## src/rtl/gae_pkg.sv

```systemverilog
// Shared types and constants for the generalized advantage estimate core.
// No dependencies; imported by generalized_advantage_estimate_core.
`default_nettype none

package gae_pkg;

  localparam int MAX_STEPS = 64;
  localparam int IDX_W     = 6;
  localparam int CNT_W     = $clog2(MAX_STEPS + 1);

  localparam logic [15:0] DISCOUNT_RESET  = 16'd32440;
  localparam logic [15:0] SMOOTHING_RESET = 16'd31130;

  localparam logic REG_DISCOUNT  = 1'b0;
  localparam logic REG_SMOOTHING = 1'b1;

  typedef enum logic [2:0] {
    ST_LOAD,
    ST_GAIN,
    ST_GAIN_SAVE,
    ST_READ,
    ST_MUL_VALUE,
    ST_MUL_ADV,
    ST_SUM,
    ST_EMIT
  } gae_state_t;

endpackage

`default_nettype wire

```

## src/rtl/generalized_advantage_estimate_core.sv

```systemverilog
// Top level of the generalized advantage estimate core: trajectory store,
// backward pass sequencer and one shared 18x32 signed multiplier.
// Depends on gae_pkg.
//
//   Channel   Handshake               Payload
//   item      item_valid/item_ready   reward, value, end_of_trajectory
//   result    result_valid/result_ready advantage, step_index, last_of_run, overflow
//   config    APB psel/penable/pwrite paddr, pwdata, prdata
//
// Each item is taken in the load state. An item marked as the end of the trajectory
// starts a pass: the gain is formed once, then each stored step is read through
// the registered memory port, goes through the shared multiplier twice, is summed
// and emitted. No item is taken during a pass, and a stalled result holds
// the sequencer. Synchronous reset clears the step count, the drop flag and
// the sequencer and loads the factor defaults; the store itself is not cleared.
`default_nettype none

module generalized_advantage_estimate_core
  import gae_pkg::*;
(
  input  wire logic               clk,
  input  wire logic               rst,
  input  wire logic               item_valid,
  output logic                    item_ready,
  input  wire logic signed [15:0] reward,
  input  wire logic signed [15:0] value,
  input  wire logic               end_of_trajectory,
  output logic                    result_valid,
  input  wire logic               result_ready,
  output logic signed [31:0]      advantage,
  output logic [5:0]              step_index,
  output logic                    last_of_run,
  output logic                    overflow,
  input  wire logic               psel,
  input  wire logic               penable,
  input  wire logic               pwrite,
  input  wire logic [2:0]         paddr,
  input  wire logic [31:0]        pwdata,
  output logic [31:0]             prdata,
  output logic                    pready
);

  gae_state_t state, state_next;

  logic [15:0]             discount;
  logic [15:0]             smoothing;
  logic [CNT_W-1:0]        step_count;
  logic                    dropped;
  logic [IDX_W-1:0]        idx;
  logic [16:0]             gain;
  logic signed [15:0]      next_value;
  logic signed [31:0]      prev_adv;
  logic signed [18:0]      delta;
  logic signed [31:0]      adv;
  logic signed [49:0]      prod;
  logic [31:0]             rdata;
  logic [31:0]             traj_mem [MAX_STEPS];

  logic signed [17:0]      mul_a;
  logic signed [31:0]      mul_b;
  logic                    item_take;
  logic                    store_room;
  logic                    result_take;
  logic [CNT_W-1:0]        count_after;
  logic signed [18:0]      delta_calc;
  logic signed [35:0]      sum;
  logic signed [31:0]      sum_sat;
  logic                    cfg_write;

  function automatic logic signed [15:0] reward_of(input logic [31:0] w);
    return $signed(w[31:16]);
  endfunction

  function automatic logic signed [15:0] value_of(input logic [31:0] w);
    return $signed(w[15:0]);
  endfunction

  assign pready      = 1'b1;
  assign cfg_write   = psel && penable && pwrite && pready;
  assign prdata      = (paddr[2] == REG_SMOOTHING) ? {16'b0, smoothing} : {16'b0, discount};

  assign item_take   = item_valid && item_ready;
  assign result_take = result_valid && result_ready;
  assign store_room  = step_count < CNT_W'(MAX_STEPS);
  assign count_after = store_room ? step_count + CNT_W'(1) : step_count;

  assign delta_calc = 19'(reward_of(rdata)) + 19'($signed(prod[32:15]))
                    - 19'(value_of(rdata));
  assign sum        = 36'(delta) + 36'($signed(prod[49:15]));

  always_comb begin
    if (sum > 36'sd2147483647) begin
      sum_sat = 32'sh7FFF_FFFF;
    end else if (sum < -36'sd2147483648) begin
      sum_sat = 32'sh8000_0000;
    end else begin
      sum_sat = sum[31:0];
    end
  end

  always_comb begin
    state_next = state;
    case (state)
      ST_LOAD: begin
        if (item_take && end_of_trajectory) begin
          state_next = ST_GAIN;
        end
      end
      ST_GAIN:      state_next = ST_GAIN_SAVE;
      ST_GAIN_SAVE: state_next = ST_READ;
      ST_READ:      state_next = ST_MUL_VALUE;
      ST_MUL_VALUE: state_next = ST_MUL_ADV;
      ST_MUL_ADV:   state_next = ST_SUM;
      ST_SUM:       state_next = ST_EMIT;
      ST_EMIT: begin
        if (result_ready) begin
          state_next = (idx == '0) ? ST_LOAD : ST_READ;
        end
      end
      default:      state_next = ST_LOAD;
    endcase
  end

  always_comb begin
    item_ready   = 1'b0;
    result_valid = 1'b0;
    mul_a        = '0;
    mul_b        = '0;
    case (state)
      ST_LOAD: item_ready = 1'b1;
      ST_GAIN: begin
        mul_a = $signed({2'b0, discount});
        mul_b = $signed({16'b0, smoothing});
      end
      ST_MUL_VALUE: begin
        mul_a = $signed({2'b0, discount});
        mul_b = 32'(next_value);
      end
      ST_MUL_ADV: begin
        mul_a = $signed({1'b0, gain});
        mul_b = prev_adv;
      end
      ST_EMIT: result_valid = 1'b1;
      default: begin
        mul_a = '0;
        mul_b = '0;
      end
    endcase
  end

  always_ff @(posedge clk) begin
    if (rst) begin
      state      <= ST_LOAD;
      discount   <= DISCOUNT_RESET;
      smoothing  <= SMOOTHING_RESET;
      step_count <= '0;
      dropped    <= 1'b0;
    end else begin
      state <= state_next;
      if (cfg_write) begin
        if (paddr[2] == REG_DISCOUNT) begin
          discount <= pwdata[15:0];
        end else begin
          smoothing <= pwdata[15:0];
        end
      end
      if (item_take) begin
        step_count <= count_after;
        if (!store_room) begin
          dropped <= 1'b1;
        end
      end
      if (result_take && idx == '0) begin
        step_count <= '0;
        dropped    <= 1'b0;
      end
    end
  end

  always_ff @(posedge clk) begin
    prod  <= mul_a * mul_b;
    rdata <= traj_mem[idx];
    if (item_take && store_room) begin
      traj_mem[step_count[IDX_W-1:0]] <= {reward, value};
    end
    if (item_take && end_of_trajectory) begin
      idx        <= IDX_W'(count_after - CNT_W'(1));
      next_value <= '0;
      prev_adv   <= '0;
    end
    if (state == ST_GAIN_SAVE) begin
      gain <= prod[31:15];
    end
    if (state == ST_MUL_ADV) begin
      delta <= delta_calc;
    end
    if (state == ST_SUM) begin
      adv <= sum_sat;
    end
    if (result_take) begin
      prev_adv   <= adv;
      next_value <= value_of(rdata);
      if (idx != '0) begin
        idx <= idx - IDX_W'(1);
      end
    end
  end

  assign advantage   = adv;
  assign step_index  = idx;
  assign last_of_run = (idx == '0);
  assign overflow    = dropped;

  a_no_overlap: assert property (@(posedge clk) disable iff (rst)
    result_valid |-> !item_ready)
    else $error("Result pending while items are accepted.");

  a_count_bound: assert property (@(posedge clk) disable iff (rst)
    step_count <= CNT_W'(MAX_STEPS))
    else $error("Step count beyond capacity.");

  a_pass_clears: assert property (@(posedge clk) disable iff (rst)
    (result_take && last_of_run) |=> (step_count == '0 && !dropped && item_ready))
    else $error("Trajectory state not cleared after the last result.");

  a_load_counts: assert property (@(posedge clk) disable iff (rst)
    (item_take && !end_of_trajectory && store_room) |=>
      (step_count == $past(step_count) + CNT_W'(1)))
    else $error("Stored item not counted.");

endmodule

`default_nettype wire

```

## config.mk

```make
export PLATFORM = sky130hd
export DESIGN_NAME = generalized_advantage_estimate_core
export DESIGN_NICKNAME = d
export VERILOG_FILES = /design/src/rtl/gae_pkg.sv /design/src/rtl/generalized_advantage_estimate_core.sv
export SDC_FILE = /design/constraint.sdc
export NUM_CORES = 2
export LEC_CHECK = 0
export BUFFER_PORTS_ARGS = -buffer_cell sky130_fd_sc_hd__buf_2
export CORE_MARGIN = 4
export CORE_UTILIZATION = 50
export CTS_BUF_LIST = sky130_fd_sc_hd__clkbuf_2
export DETAILED_ROUTE_END_ITERATION = 8
export PLACE_DENSITY = 0.66
export SLEW_MARGIN = 20
export SYNTH_ARGS = -nofsm -noshare
export SYNTH_HDL_FRONTEND = slang
export SYNTH_SLANG_ARGS = --single-unit
```

## constraint.sdc

```tcl
create_clock -name clk -period 12.2 [get_ports clk]
set_input_delay 0 -clock clk [delete_from_list [all_inputs] [get_ports clk]]
set_output_delay 0 -clock clk [all_outputs]
set_load 0.05 [all_outputs]
```

==> Word level (Yosys, flattened, before mapping) <==
Memories as Yosys holds them, arrays and structs flattened. A register that Yosys moved wholly into a read port is not among the register bits.
Index checks and enable logic that the tools add are counted.
{ "word_totals": {"register_bits": 215, "mem_bits_rw": 2048, "output_inout_bits": 75, "elab_cells": 71, "n_memories": 1} }
{ "classes": {"addsub": 6, "mul": 1, "order_cmp": 3, "eq_ne": 9, "muxes": 20, "n_bitwise": 2, "n_reduce_logical": 17} }
{ "memory_table": {"columns": ["memory", "depth", "width", "rd", "rd_clocked_by_memory_dff", "wr", "line_no", "source"], "rows": [
  ["traj_mem", 64, 32, 1, 1, 1, "generalized_advantage_estimate_core.sv:57", "logic [31:0] traj_mem [MAX_STEPS];"]
]} }
{ "op_table": {"columns": ["operator", "count"], "rows": [
  ["$mux W32", 3],
  ["$pmux W32 S3", 1],
  ["$mul A18 B32 Y50", 1],
  ["$mux W16", 3],
  ["$add A19 B35 Y36", 1],
  ["$gt A36 B32 Y1 const B", 1],
  ["$lt A36 B32 Y1 const B", 1],
  ["$pmux W17 S2", 1],
  ["$pmux W3 S8", 1],
  ["$add A16 B18 Y19", 1],
  ["$sub A19 B16 Y19", 1],
  ["$mux W6", 3],
  ["$eq A3 B3 Y1 const B", 4],
  ["$sub A6 B1 Y6 const B", 2],
  ["$reduce_and A2 Y1", 4],
  ["$add A7 B1 Y7 const B", 1],
  ["$logic_and A1 B1 Y1", 7],
  ["$lt A7 B7 Y1 const B", 1],
  ["$mux W7", 1],
  ["$eq A3 B2 Y1 const B", 2],
  ["$logic_not A6 Y1", 1],
  ["$mux W3", 2],
  ["$reduce_bool A6 Y1", 1],
  ["$mux W1", 4],
  ["other kinds (7)", 10]
]} }

==> Logic depth before layout (Yosys ltp) <==
{ "logic_depth": {"depth_word": 7, "mapped_depth": 31} }

==> Least setup slack after synthesis <==
Ideal clock, no wire load.
{ "synth_timing": {"path_type": "flip-flop to flip-flop", "start": "reg state[2]", "end": "reg prod[48]", "setup_ns": 0.118, "t_arrival_ns": 7.870, "required_time_ns": 12.082, "path_slack_ns": 4.212, "path_stages_with_launch": 30, "path_buffers": 3, "cell_sequence": "dfxtp_1 clkbuf_1 inv_1 nor3b_1 clkbuf_1 buf_1 a21oi_1 nor2_1 fa_1 inv_1 fa_1 fa_1 inv_1 fa_1 fa_1 inv_1 fa_1 inv_1 ha_1 nand2_1 o21ai_1 nor3_1 a211o_1 o21a_1 a2111oi_4 nor3_1 o31a_1 nand2b_1 a21oi_1 xnor2_1"} }
{ "synth_between": {"elab_chain_cells": 4, "word_cells_on_any_way": 7} }
{ "synth_lines": {"columns": ["item", "line_no", "source"], "rows": [
  ["start, declared", "generalized_advantage_estimate_core.sv:43", "gae_state_t state, state_next;"],
  ["start signal, assigned", "generalized_advantage_estimate_core.sv:159", "state <= state_next;"],
  ["$eq A3 B3 Y1 or $eq A3 B1 Y1 (tied branches)", "generalized_advantage_estimate_core.sv:129", "case (state)"],
  ["$reduce_or A2 Y1 (no line)", null, null],
  ["$pmux W17 S2", "generalized_advantage_estimate_core.sv:129", null],
  ["$mul A18 B32 Y50 *", "generalized_advantage_estimate_core.sv:181", "prod <= mul_a * mul_b;"],
  ["end signal, assigned", "generalized_advantage_estimate_core.sv:181", null],
  ["end, declared", "generalized_advantage_estimate_core.sv:55", "logic signed [49:0] prod;"]
]} }
Every way passes the cells marked *; elsewhere a longest branch is shown, timed or not.
A chain may end at the register's enable or synchronous reset.

==> Worst setup path after layout <==
Ends and elaborated chain as after synthesis.

==> results.json <==
{
  "worst-setup-path-type": "reg2reg",
  "syn_avg_cell_area_um2": 17.3,
  "fin_util": 0.560,
  "hp-start": "pwdata[14]",
  "timing.setup.tns_ns": 0,
  "cts-root-buf": "clkbuf_2",
  "place_congestion": 0.894,
  "grt_start_max_net_pins": 140,
  "yosysTopAreaCellShare": 0.604,
  "antenna_found_initial": 10,
  "worstPathArrival_ns": 11.08,
  "crit_slowest_cell": "dfxtp_2",
  "finalHoldViolCount": 0,
  "cpMostUsedCell": "fa_1",
  "setup_viol": 0,
  "area_growth_syn_to_layout_pct": 11.5,
  "first_iter_violations": 6043,
  "p_leak_nw": 43.3,
  "first_pass_iters": 6,
  "ys_async_sr_fraction": 0,
  "synth_flop_cell": "edfxtp_1",
  "worstMarginPinSlew_ns": 1.20,
  "place.port_buffers": 114,
  "syn_inst": 6223,
  "rows": 170,
  "critPathRequiredTime_ns": 13.71,
  "rsz0062_at_grt": "no",
  "die_x_um": 472,
  "hpwl_um": 160000,
  "max_cap_viol_count": 0,
  "drive_gt1_frac": 0.265,
  "grt_usage": 0.249,
  "fin_skew_ns": 0.233,
  "placed_cells_incl_taps": 8994,
  "crit_fanout": 51,
  "vias": 58800,
  "viasPerCell": 5.76,
  "yosys_warnings": 0,
  "yosysSeqAreaShare": 0.625,
  "power.density_nw_per_um2": 158,
  "synth-edff-count": 2164,
  "post-route-period-util": 0.785,
  "synth_area_leaders": "edfxtp_1 60%, mux4_2 14%, fa_1 10%",
  "die_h_um": 472,
  "layout.nets": 7759,
  "dieArea_um2": 223000,
  "start_util": 0.502,
  "pin_count": 150,
  "ir_drop_mv": 0.173,
  "critPathLaunch": "state[2]$_SDFFE_PP0P_",
  "synth_common_cells": "2164 x edfxtp_1, 691 x inv_1, 661 x mux4_2",
  "final-instance-count-excl-fill": 10200,
  "htree_num_levels": 6,
  "slew_headroom": 0.202,
  "yosysTopAreaCell": "edfxtp_1",
  "drv_slew": 0,
  "cts_tree": "done",
  "cts_buffer_depth": 4,
  "r2r_start": "state[2]$_SDFFE_PP0P_",
  "yosysMostFrequentCell": "edfxtp_1",
  "hold_class": "in2reg",
  "ys_ff_latch": 2280,
  "grt_pass1_vias": 62300,
  "synth_area_um2": 108000,
  "cts-resized-gates": 0,
  "route.detailed.drc": 0,
  "num-fill-cells": 16800,
  "drtAntennaViolNets": 0,
  "max_freq_mhz": 104,
  "wl_per_cell_um": 26.8,
  "clk_pin_slew_ns": 0.09,
  "status": "complete, no violations",
  "wirelength_um": 274000,
  "start_kind": "register",
  "grt_pass1_wl_um": 407000,
  "grt_overflow": 0,
  "cts_made_buffers": 579,
  "finalCriticalPeriod_ns": 9.58,
  "core_um2": 214000,
  "cts_sinks": 2280,
  "endpoint_kind": "register",
  "synthDistinctLibCells": 73,
  "clk_latency_ns": 1.86,
  "critical_path.max_stage_delay_ns": 0.68
}
-- sequential cells by signal (all words and copies together), names as in the netlist --
signal,flops
prev_adv,32
step_count,7
rdata,32
step_index,6
advantage,32
overflow,1
state,3
gain,17
traj_mem,2048
prod,35
discount,16
delta,19
smoothing,16
next_value,16
-- final timing paths --
kind | to | slack [ns] | depth (start not counted)
min | smoothing[14]$_SDFFE_PP1P_ | 0.19 | 6
max | prod[48]$_DFF_P_ | 2.62 | 28
max reg2reg | prod[48]$_DFF_P_ | 2.62 | 28
min reg2reg | prev_adv[17]$_SDFFCE_PN0P_ | 0.48 | 1
-- placed cells by master (no fill, tap or decap), types with 49 or more instances in the layout --
cell type,n
a21o_1,101
a21oi_1,121
and2_1,56
buf_2,114
buf_4,115
clkbuf_2,832
clkinv_1,83
dfxtp_1,108
dlygate4sd3_1,204
edfxtp_1,2164
fa_1,538
ha_1,172
inv_1,690
mux4_2,661
nand2_1,328
nor2_1,358
nor2_4,65
o21ai_0,49
xnor2_1,57
-- layer usage --
layer	up-vias	track usage	routed length, um	share of wire
li1	24900	-	-	-
met1	30700	0.338	108000	0.39
met2	2699	0.403	134000	0.49
met3	494	0.0662	24800	0.091
met4	6	0.0690	7160	0.026
met5	-	0	38	0.00014
-- final cells by class --
cell class | count | area [um2] | area share
antenna | 15 | 37.5 | 0.000313
clock buffer | 832 | 4160 | 0.0347
clock inverter | 120 | 816 | 0.00680
inverter | 691 | 2590 | 0.0216
multi-input combinational | 2951 | 37000 | 0.309
sequential | 2280 | 67300 | 0.561
tap | 2838 | 3550 | 0.0296
timing repair buffer | 471 | 4440 | 0.0370
-- report_power, final --
part / internal (mW) / total [mW] / switching [mW]
combinational: 2.30 / 4.89 / 2.59
clock: 2.07 / 5.07 / 2.99
sequential: 8.76 / 8.99 / 0.234
total: 13.1 / 18.9 / 5.82
-- critical path, delay by kind of cell (launching register included) --
kind | cells | cell delay [ns]
fa+ha+maj | 7 | 3.53
compound gates | 9 | 2.67
buf+inv | 7 | 1.68
flops | 1 | 0.68
simple gates | 4 | 0.60
xor+xnor | 1 | 0.12
-- logic make-up after synthesis --
logic type                 after synthesis  synth area share
AOI/OAI and AO/OA                      411            0.0257
xor gates and xnor gates                96           0.00788
adders and majority gates              710             0.120
buffers and inverters                 1007            0.0360
DFF                                   2280             0.625
muxes                                  718             0.144
other                                    2         0.0000698
and+or+nand+nor                        999            0.0407
-- stage by stage --
step	area, um2	power, mW	hold slack, ns	setup WS, ns
2_1_floorplan	108000	12.4	0.0989	4.21
3_3_place_gp	112000	13.9	0.218	2.71
3_5_place_dp	112000	14.0	0.224	2.67
4_1_cts	120000	19.1	0.00278	2.63
5_1_grt	120000	19.9	0.0470	2.33
6_report	120000	18.9	0.194	2.62
-- timing repair --
item	4_1_cts	5_1_grt
endpoints found under the hold margin	3817	0
setup buffers	0	0
hold buffers	237	0
endpoints found under the setup margin	0	0
Note: power is estimated with default switching activity, not from simulation.
